`src/rtl/lir_pkg.sv`:
```
// Package for the linear interpolation audio resampler.
// Holds the fixed-point widths, register indexes and a phase helper.
// No dependencies; every other file in rtl/ uses it.
package lir_pkg;

    localparam int SAMPLE_W     = 16;
    localparam int FRAC_BITS    = 16;
    localparam int MAX_UPSAMPLE = 16;
    localparam int RATIO_W      = 21;
    localparam int PHASE_W      = 21;
    localparam int WORK_W       = PHASE_W + 1;
    localparam int CNT_W        = $clog2(MAX_UPSAMPLE);
    localparam int CFG_IDX_W    = 1;
    localparam int CFG_DATA_W   = RATIO_W;

    typedef logic signed [SAMPLE_W-1:0] t_sample;
    typedef logic [PHASE_W-1:0]         t_phase;
    typedef logic [WORK_W-1:0]          t_work;
    typedef logic [RATIO_W-1:0]         t_ratio;
    typedef logic [FRAC_BITS-1:0]       t_frac;
    typedef logic [CNT_W-1:0]           t_cnt;
    typedef logic [CFG_IDX_W-1:0]       t_cfg_idx;
    typedef logic [CFG_DATA_W-1:0]      t_cfg_data;

    localparam t_cfg_idx CFG_RATIO = 1'd0;
    localparam t_cfg_idx CFG_MONO  = 1'd1;

    localparam t_sample SAMPLE_MAX = 16'sh7FFF;
    localparam t_sample SAMPLE_MIN = 16'sh8000;

    localparam t_ratio RATIO_RESET = t_ratio'(65536);
    localparam t_work  ONE_FRAME   = t_work'(1) << FRAC_BITS;
    localparam t_work  PHASE_MAX   = t_work'({PHASE_W{1'b1}});

    // Takes one frame off the working phase, or zero when the run was cut
    // short, and saturates to the stored phase width.
    function automatic t_phase phase_wrap(input t_work x);
        t_work y;
        y = (x >= ONE_FRAME) ? (x - ONE_FRAME) : '0;
        if (y > PHASE_MAX) begin
            y = PHASE_MAX;
        end
        return y[PHASE_W-1:0];
    endfunction

endpackage

```
`src/rtl/lir_if.sv`:
```
// Valid/ready channel interfaces of the linear interpolation resampler.
// Input frames, output frames and configuration writes.
// Depends on lir_pkg.
interface lir_in_if;
    logic              valid;
    logic              ready;
    lir_pkg::t_sample  left_sample;
    lir_pkg::t_sample  right_sample;
    logic              restart;

    modport source(output valid, left_sample, right_sample, restart, input ready);
    modport sink(input valid, left_sample, right_sample, restart, output ready);
endinterface

interface lir_out_if;
    logic              valid;
    logic              ready;
    lir_pkg::t_sample  out_left;
    lir_pkg::t_sample  out_right;
    logic              last_of_run;

    modport source(output valid, out_left, out_right, last_of_run, input ready);
    modport sink(input valid, out_left, out_right, last_of_run, output ready);
endinterface

interface lir_cfg_if;
    logic                valid;
    logic                ready;
    lir_pkg::t_cfg_idx   wr_index;
    lir_pkg::t_cfg_data  wr_data;

    modport source(output valid, wr_index, wr_data, input ready);
    modport sink(input valid, wr_index, wr_data, output ready);
endinterface

```
`src/rtl/lir_interp.sv`:
```
// Shared interpolation unit: a + f*(b-a) over 2^FRAC_BITS, truncated
// toward zero and clamped. Product registered; result combinational from it.
// Depends on lir_pkg.
module lir_interp (
    input  logic              i_clk,
    input  lir_pkg::t_sample  i_a,
    input  lir_pkg::t_sample  i_b,
    input  lir_pkg::t_frac    i_frac,
    output lir_pkg::t_sample  o_q
);

    localparam int DIFF_W = lir_pkg::SAMPLE_W + 1;
    localparam int PROD_W = lir_pkg::FRAC_BITS + 1 + DIFF_W;
    localparam int NUM_W  = PROD_W + 1;
    localparam int Q_W    = NUM_W - lir_pkg::FRAC_BITS;

    logic signed [DIFF_W-1:0] w_diff;
    logic signed [PROD_W-1:0] n_prod;
    logic signed [PROD_W-1:0] r_prod;
    lir_pkg::t_sample         r_a;
    logic signed [NUM_W-1:0]  w_num;
    logic signed [NUM_W-1:0]  w_adj;
    logic signed [Q_W-1:0]    w_q;

    assign w_diff = {i_b[lir_pkg::SAMPLE_W-1], i_b} - {i_a[lir_pkg::SAMPLE_W-1], i_a};
    assign n_prod = $signed({1'b0, i_frac}) * w_diff;

    always_ff @(posedge i_clk) begin
        r_prod <= n_prod;
        r_a    <= i_a;
    end

    assign w_num = {{(NUM_W-lir_pkg::SAMPLE_W-lir_pkg::FRAC_BITS){r_a[lir_pkg::SAMPLE_W-1]}},
                    r_a, {lir_pkg::FRAC_BITS{1'b0}}}
                 + {{(NUM_W-PROD_W){r_prod[PROD_W-1]}}, r_prod};

    // Negative values are biased so the arithmetic shift rounds toward zero.
    assign w_adj = w_num[NUM_W-1]
                 ? (w_num + NUM_W'((64'd1 << lir_pkg::FRAC_BITS) - 64'd1))
                 : w_num;
    assign w_q   = w_adj[NUM_W-1:lir_pkg::FRAC_BITS];

    always_comb begin
        if (w_q > Q_W'(lir_pkg::SAMPLE_MAX)) begin
            o_q = lir_pkg::SAMPLE_MAX;
        end else if (w_q < Q_W'(lir_pkg::SAMPLE_MIN)) begin
            o_q = lir_pkg::SAMPLE_MIN;
        end else begin
            o_q = w_q[lir_pkg::SAMPLE_W-1:0];
        end
    end

endmodule

```
`src/rtl/linear_interp_audio_resampler.sv`:
```
// Top level of the linear interpolation audio resampler: sequencer, state,
// configuration registers and output register around the shared unit.
// Depends on lir_pkg, lir_if.sv and lir_interp.
//
// Channel  | Direction | Payload
// i_in     | in        | left_sample, right_sample, restart
// o_out    | out       | out_left, out_right, last_of_run
// i_cfg    | in        | wr_index (0 ratio, 1 mono), wr_data
//
// Each output frame steps the shared multiplier through S_MUL_L (left product),
// S_MUL_R (right product) and S_EMIT (transfer into the output register).
// An input item gives up to 16 output frames.
// Input is not ready while a run is in progress; a full output register stalls it.
// Synchronous active-low reset clears history, phase and mono, and sets ratio 1.0.
module linear_interp_audio_resampler (
    input logic        i_clk,
    input logic        i_rst_n,
    lir_in_if.sink     i_in,
    lir_out_if.source  o_out,
    lir_cfg_if.sink    i_cfg
);

    localparam logic [1:0] S_IDLE  = 2'd0;
    localparam logic [1:0] S_MUL_L = 2'd1;
    localparam logic [1:0] S_MUL_R = 2'd2;
    localparam logic [1:0] S_EMIT  = 2'd3;

    logic [1:0]       r_state, n_state;
    lir_pkg::t_ratio  r_ratio, n_ratio;
    logic             r_mono, n_mono;
    lir_pkg::t_sample r_prev_l, n_prev_l;
    lir_pkg::t_sample r_prev_r, n_prev_r;
    lir_pkg::t_sample r_cur_l, n_cur_l;
    lir_pkg::t_sample r_cur_r, n_cur_r;
    logic             r_have, n_have;
    lir_pkg::t_phase  r_phase, n_phase;
    lir_pkg::t_work   r_ph, n_ph;
    lir_pkg::t_cnt    r_cnt, n_cnt;
    lir_pkg::t_sample r_res_l, n_res_l;
    logic             r_out_valid, n_out_valid;
    lir_pkg::t_sample r_out_l, n_out_l;
    lir_pkg::t_sample r_out_r, n_out_r;
    logic             r_out_last, n_out_last;

    logic             w_sel_r;
    lir_pkg::t_sample w_a;
    lir_pkg::t_sample w_b;
    lir_pkg::t_sample w_q;
    lir_pkg::t_work   w_ph_next;
    logic             w_last;
    logic             w_out_free;
    logic             w_in_xfer;

    assign w_sel_r = (r_state != S_MUL_L);
    assign w_a     = w_sel_r ? r_prev_r : r_prev_l;
    assign w_b     = w_sel_r ? r_cur_r : r_cur_l;

    lir_interp u_interp (
        .i_clk  (i_clk),
        .i_a    (w_a),
        .i_b    (w_b),
        .i_frac (r_ph[lir_pkg::FRAC_BITS-1:0]),
        .o_q    (w_q)
    );

    assign i_in.ready  = (r_state == S_IDLE);
    assign i_cfg.ready = 1'b1;
    assign w_in_xfer   = i_in.valid && i_in.ready;
    assign w_out_free  = !r_out_valid || o_out.ready;
    assign w_ph_next   = r_ph + lir_pkg::t_work'(r_ratio);
    assign w_last      = (w_ph_next >= lir_pkg::ONE_FRAME)
                      || (r_cnt == lir_pkg::t_cnt'(lir_pkg::MAX_UPSAMPLE - 1));

    assign o_out.valid       = r_out_valid;
    assign o_out.out_left    = r_out_l;
    assign o_out.out_right   = r_out_r;
    assign o_out.last_of_run = r_out_last;

    always_comb begin
        n_state     = r_state;
        n_ratio     = r_ratio;
        n_mono      = r_mono;
        n_prev_l    = r_prev_l;
        n_prev_r    = r_prev_r;
        n_cur_l     = r_cur_l;
        n_cur_r     = r_cur_r;
        n_have      = r_have;
        n_phase     = r_phase;
        n_ph        = r_ph;
        n_cnt       = r_cnt;
        n_res_l     = r_res_l;
        n_out_valid = r_out_valid;
        n_out_l     = r_out_l;
        n_out_r     = r_out_r;
        n_out_last  = r_out_last;

        if (i_cfg.valid && i_cfg.ready) begin
            case (i_cfg.wr_index)
                lir_pkg::CFG_RATIO: n_ratio = i_cfg.wr_data[lir_pkg::RATIO_W-1:0];
                lir_pkg::CFG_MONO:  n_mono  = i_cfg.wr_data[0];
                default:            n_mono  = r_mono;
            endcase
        end

        if (r_out_valid && o_out.ready) begin
            n_out_valid = 1'b0;
        end

        case (r_state)
            S_IDLE: begin
                if (w_in_xfer) begin
                    n_cur_l = i_in.left_sample;
                    n_cur_r = i_in.right_sample;
                    if (i_in.restart || !r_have) begin
                        n_prev_l = i_in.left_sample;
                        n_prev_r = i_in.right_sample;
                        n_have   = 1'b1;
                        if (i_in.restart) begin
                            n_phase = '0;
                        end
                    end else if (lir_pkg::t_work'(r_phase) >= lir_pkg::ONE_FRAME) begin
                        n_phase  = lir_pkg::phase_wrap(lir_pkg::t_work'(r_phase));
                        n_prev_l = i_in.left_sample;
                        n_prev_r = i_in.right_sample;
                    end else begin
                        n_ph    = lir_pkg::t_work'(r_phase);
                        n_cnt   = '0;
                        n_state = S_MUL_L;
                    end
                end
            end
            S_MUL_L: begin
                n_state = S_MUL_R;
            end
            S_MUL_R: begin
                n_res_l = w_q;
                n_state = S_EMIT;
            end
            S_EMIT: begin
                if (w_out_free) begin
                    n_out_valid = 1'b1;
                    n_out_l     = r_res_l;
                    n_out_r     = r_mono ? r_res_l : w_q;
                    n_out_last  = w_last;
                    n_cnt       = r_cnt + 1'b1;
                    if (w_last) begin
                        n_phase  = lir_pkg::phase_wrap(w_ph_next);
                        n_prev_l = r_cur_l;
                        n_prev_r = r_cur_r;
                        n_state  = S_IDLE;
                    end else begin
                        n_ph    = w_ph_next;
                        n_state = S_MUL_L;
                    end
                end
            end
            default: begin
                n_state = S_IDLE;
            end
        endcase
    end

    always_ff @(posedge i_clk) begin
        if (!i_rst_n) begin
            r_state     <= S_IDLE;
            r_ratio     <= lir_pkg::RATIO_RESET;
            r_mono      <= 1'b0;
            r_have      <= 1'b0;
            r_phase     <= '0;
            r_out_valid <= 1'b0;
        end else begin
            r_state     <= n_state;
            r_ratio     <= n_ratio;
            r_mono      <= n_mono;
            r_have      <= n_have;
            r_phase     <= n_phase;
            r_out_valid <= n_out_valid;
        end
    end

    always_ff @(posedge i_clk) begin
        r_prev_l   <= n_prev_l;
        r_prev_r   <= n_prev_r;
        r_cur_l    <= n_cur_l;
        r_cur_r    <= n_cur_r;
        r_ph       <= n_ph;
        r_cnt      <= n_cnt;
        r_res_l    <= n_res_l;
        r_out_l    <= n_out_l;
        r_out_r    <= n_out_r;
        r_out_last <= n_out_last;
    end

endmodule
```
`src/flat_wrapper.sv`:
```
// flat-port wrapper written by rule: the top's interface ports become plain ports
module linear_interp_audio_resampler_flat 
  (i_clk, i_rst_n, i_in_valid, i_in_left_sample, i_in_right_sample, i_in_restart, i_in_ready, o_out_valid, o_out_out_left, o_out_out_right, o_out_last_of_run, o_out_ready, i_cfg_valid, i_cfg_wr_index, i_cfg_wr_data, i_cfg_ready);
  lir_in_if i_in_i ();
  lir_out_if o_out_i ();
  lir_cfg_if i_cfg_i ();
  input logic i_clk;
  input logic i_rst_n;
  input wire logic [$bits(i_in_i.valid)-1:0] i_in_valid;
  input wire logic [$bits(i_in_i.left_sample)-1:0] i_in_left_sample;
  input wire logic [$bits(i_in_i.right_sample)-1:0] i_in_right_sample;
  input wire logic [$bits(i_in_i.restart)-1:0] i_in_restart;
  output wire logic [$bits(i_in_i.ready)-1:0] i_in_ready;
  output wire logic [$bits(o_out_i.valid)-1:0] o_out_valid;
  output wire logic [$bits(o_out_i.out_left)-1:0] o_out_out_left;
  output wire logic [$bits(o_out_i.out_right)-1:0] o_out_out_right;
  output wire logic [$bits(o_out_i.last_of_run)-1:0] o_out_last_of_run;
  input wire logic [$bits(o_out_i.ready)-1:0] o_out_ready;
  input wire logic [$bits(i_cfg_i.valid)-1:0] i_cfg_valid;
  input wire logic [$bits(i_cfg_i.wr_index)-1:0] i_cfg_wr_index;
  input wire logic [$bits(i_cfg_i.wr_data)-1:0] i_cfg_wr_data;
  output wire logic [$bits(i_cfg_i.ready)-1:0] i_cfg_ready;
  assign i_in_i.valid = i_in_valid;
  assign i_in_i.left_sample = i_in_left_sample;
  assign i_in_i.right_sample = i_in_right_sample;
  assign i_in_i.restart = i_in_restart;
  assign i_in_ready = i_in_i.ready;
  assign o_out_valid = o_out_i.valid;
  assign o_out_out_left = o_out_i.out_left;
  assign o_out_out_right = o_out_i.out_right;
  assign o_out_last_of_run = o_out_i.last_of_run;
  assign o_out_i.ready = o_out_ready;
  assign i_cfg_i.valid = i_cfg_valid;
  assign i_cfg_i.wr_index = i_cfg_wr_index;
  assign i_cfg_i.wr_data = i_cfg_wr_data;
  assign i_cfg_ready = i_cfg_i.ready;
  linear_interp_audio_resampler u_core (.i_clk(i_clk), .i_rst_n(i_rst_n), .i_in(i_in_i), .o_out(o_out_i), .i_cfg(i_cfg_i));
endmodule
```
`config.mk`:
```
export PLATFORM = sky130hd
export DESIGN_NAME = linear_interp_audio_resampler_flat
export DESIGN_NICKNAME = d
export VERILOG_FILES = /design/src/rtl/lir_pkg.sv /design/src/rtl/lir_if.sv /design/src/rtl/lir_interp.sv /design/src/rtl/linear_interp_audio_resampler.sv /design/src/flat_wrapper.sv
export SDC_FILE = /design/constraint.sdc
export NUM_CORES = 1
export LEC_CHECK = 0
export BUFFER_PORTS_ARGS = -buffer_cell sky130_fd_sc_hd__buf_2
export CORE_ASPECT_RATIO = 1.25
export CORE_MARGIN = 2
export CORE_UTILIZATION = 41
export CTS_CLUSTER_SIZE = 24
export DETAILED_ROUTE_END_ITERATION = 10
export PLACE_DENSITY = 0.69
export SETUP_SLACK_MARGIN = 0.15
export SLEW_MARGIN = 30
export SYNTH_ARGS = -nofsm -noshare
export SYNTH_HDL_FRONTEND = slang
export SYNTH_SLANG_ARGS = --single-unit
export TNS_END_PERCENT = 20
```
`constraint.sdc`:
```
create_clock -name i_clk -period 9.6 [get_ports i_clk]
set_input_delay 0.48 -clock i_clk [delete_from_list [all_inputs] [get_ports i_clk]]
set_output_delay 0.48 -clock i_clk [all_outputs]
set_load 0.05 [all_outputs]
```
==> impl_metrics.csv <==
group,metric,value,unit
floorplan,row_count,93,
clock_tree,cts_hold_buf,0,
routing,drc,0,
grt,grt_pass1_vias,16500,
grt,grt.total_usage,0.190,
sta,fmax,111,MHz
routing,drtAntennaViolNets,0,
floorplan,start_util,0.414,
floorplan,die_y,259,um
setup_path,critPathCaptureType,"register",
sta,finalSetupTns,0,ps
yosys,synth_nets,2642,
routing,first_iter_violations,684,
cells_and_area,nFillCells,4806,
clock_tree,cts_tree,"done",
grt,antenna_found_initial,0,
job,maxCapViolations,0,
clock_tree,clkLatencyLatePin,550,ps
yosys,yosys_warnings,0,
yosys,yosys-top-cells-area,"fa_1 20%, edfxtp_1 20%, ha_1 11%",
routing,viasPerCell,5.33,
setup_path,path_delay_family,"adder cells",
setup_path,cp.arrival,9470,ps
setup_path,crit_start,"u_core.r_state[1]$_SDFFE_PN0P_",
setup_path,worst-setup-path-type,"reg2reg",
sta,hold_viol_final,0,
clock_tree,clk_pin_slew_worst_paths,60,ps
placed_design,place_congestion,0.908,
sta,skew,9.42,ps
sta,worst_pin_slew,955,ps
setup_path,crit_path_start_kind,"register",
floorplan,core-area,51500,um2
routing,wirelength,51.3,mm
routing,drt-pass1-iter-count,5,
yosys,async_flop_share,0,
clock_tree,numClockSinks,236,
sta,setup_viol,0,
outcome,status,"finished clean",
yosys,netlist_instances,2178,
clock_tree,cts_made_buffers,28,
cells_and_area,area_growth,11.7,%
cells_and_area,drive_above_1_share,0.131,
placed_design,place_hpwl,40.7,mm
sta,slew_viol_final,0,
yosys,syn_area,21300,um2
yosys,synth.distinct_cells,80,
cells_and_area,nets,2730,
clock_tree,root_buffer,"clkbuf_16",
yosys,ys_ff_latch,236,
setup_path,crit_buf_inv,9,
routing,wl_per_cell,17.4,um
yosys,synth_top_cell_by_area,"fa_1",
setup_path,crit_slowest_cell,"fa_1",
grt,overflow,0,
sta,fin_crit_sh,0.941,
yosys,seq_area_frac_synth,0.286,
grt,grt_pass1_wl,82.8,mm
setup_path,r2r_slack,560,ps
yosys,syn_area_per_cell,9.80,um2
sta,rsz0062_at_grt,"no",
hold_path,hp-start,"i_in_left_sample[3]",
sta,period_needed,9040,ps
yosys,ys.flop_type,"edfxtp_1",
floorplan,io_pins,96,
floorplan,dieArea,53900,um2
floorplan,die_w,208,um
setup_path,crit_fanout,7,
clock_tree,cts-htree-levels,1,
hold_path,hold_class,"in2reg",
sta,slew_headroom,0.360,
clock_tree,cts_max_path_buffers,3,
setup_path,r2r-start,"u_core.r_state[1]$_SDFFE_PN0P_",
setup_path,max_stage_delay,660,ps
yosys,synth_top_area_share,0.199,
placed_design,io_buffer_count,94,
setup_path,critPathRequiredTime,10030,ps
grt,grt_max_degree,62,
routing,vias,15700,
yosys,synth_edf_count,139,
==> layout make-up <==
type | instances | area [um2] | share of cell area
Multi-Input combinational cell | 1538 | 13800 | 0.580
Timing Repair Buffer | 140 | 843 | 0.0354
Antenna cell | 1 | 2.50 | 0.000105
Tap cell | 665 | 832 | 0.0349
Clock buffer | 39 | 805 | 0.0337
Inverter | 322 | 1210 | 0.0507
Sequential cell | 236 | 6120 | 0.256
Clock inverter | 13 | 218 | 0.00913
==> path summary, 6_finish.rpt <==
check | depth (start not counted) | end
worst max register to register | 40 | u_core.u_interp.r_prod[30]$_DFF_P_
worst min register to register | 0 | u_core.o_out.out_left[15]$_DFFE_PP_
worst max-delay path | 40 | u_core.u_interp.r_prod[30]$_DFF_P_
worst min-delay path | 1 | u_core.r_cur_l[3]$_DFFE_PP_
==> flip-flops by register name, summed over array words and instances, names as in the netlist <==
name	cells
u_core.o_out.last_of_run	1
u_core.u_interp.r_prod	34
u_core.r_cur_l	16
u_core.r_prev_r	16
u_core.u_interp.r_a	16
u_core.r_ratio	21
u_core.r_cur_r	16
u_core.r_phase	21
u_core.r_res_l	16
u_core.r_mono	1
u_core.o_out.valid	1
u_core.r_ph	22
u_core.r_state	2
u_core.r_cnt	4
u_core.r_have	1
u_core.o_out.out_right	16
u_core.r_prev_l	16
u_core.o_out.out_left	16
==> cells in the final DEF (no fill, tap or decap), drive strengths merged, types with 8 or more instances in the layout <==
master / n
nor3: 26
inv: 324
o22ai: 20
nand2b: 15
nand2: 256
nor2: 101
o21ai: 51
a31oi: 8
xor2: 21
or3: 11
clkbuf: 39
mux2: 58
and3b: 9
edfxtp: 139
nand3: 21
a21boi: 26
and2: 96
ha: 192
fa: 212
nor2b: 48
o221a: 21
o21a: 19
dfxtp: 97
a21o: 20
xnor2: 59
and3: 13
nor4: 8
a211oi: 11
a21oi: 85
mux2i: 21
or2: 13
buf: 140
nand3b: 10
==> layer usage <==
metal | wire [um] | global-route usage | vias up | share of wire
li1 | - | - | 7429 | -
met1 | 20500 | 0.221 | 7794 | 0.40
met2 | 26600 | 0.358 | 394 | 0.52
met3 | 2140 | 0.0203 | 116 | 0.042
met4 | 2040 | 0.0733 | 0 | 0.040
met5 | 0 | 0 | - | 0
==> per-stage QoR <==
stage	util	hold WS (ps)	cells	instance area, um2	worst slack, ps
finish	0.463	119	2954	23900	562
global route	0.463	105	2953	23900	120
detailed placement	0.440	436	2899	22700	49.7
CTS	0.460	97.3	2951	23700	219
floorplan	-	420	2178	21300	279
global placement	0.440	431	2899	22700	366
==> kinds of logic after synthesis <==
kind of cell	share of synthesized area
other	0.000176
XOR/XNOR	0.0328
AO/OA/AOI/OAI	0.105
multiplexers	0.0404
adder cells (fa/ha/maj)	0.311
buffers and inverters	0.0729
AND/OR/NAND/NOR	0.151
flip-flops	0.286
==> synthesized netlist by cell type (15+ instances only) <==
master / n
xor2_1: 21
o21a_1: 18
nand2_1: 255
nor2b_1: 48
o21ai_0: 48
nand3_1: 21
clkbuf_1: 71
a21boi_0: 26
a21o_1: 20
mux2i_1: 21
o22ai_1: 20
and2_1: 94
nand2b_1: 15
nor2_1: 101
xnor2_1: 59
ha_1: 192
inv_1: 322
a21oi_1: 84
fa_1: 212
edfxtp_1: 139
o221a_1: 20
nor3_1: 26
mux2_2: 58
dfxtp_1: 97
==> repair_timing <==
action	CTS	global route
buffers inserted	0	1
resized for setup	6	27
pin swaps	0	4
setup endpoints to repair	3	11
Power is not shown: default switching activity piles up to over one toggle a cycle in this logic, so the estimate is an artifact.
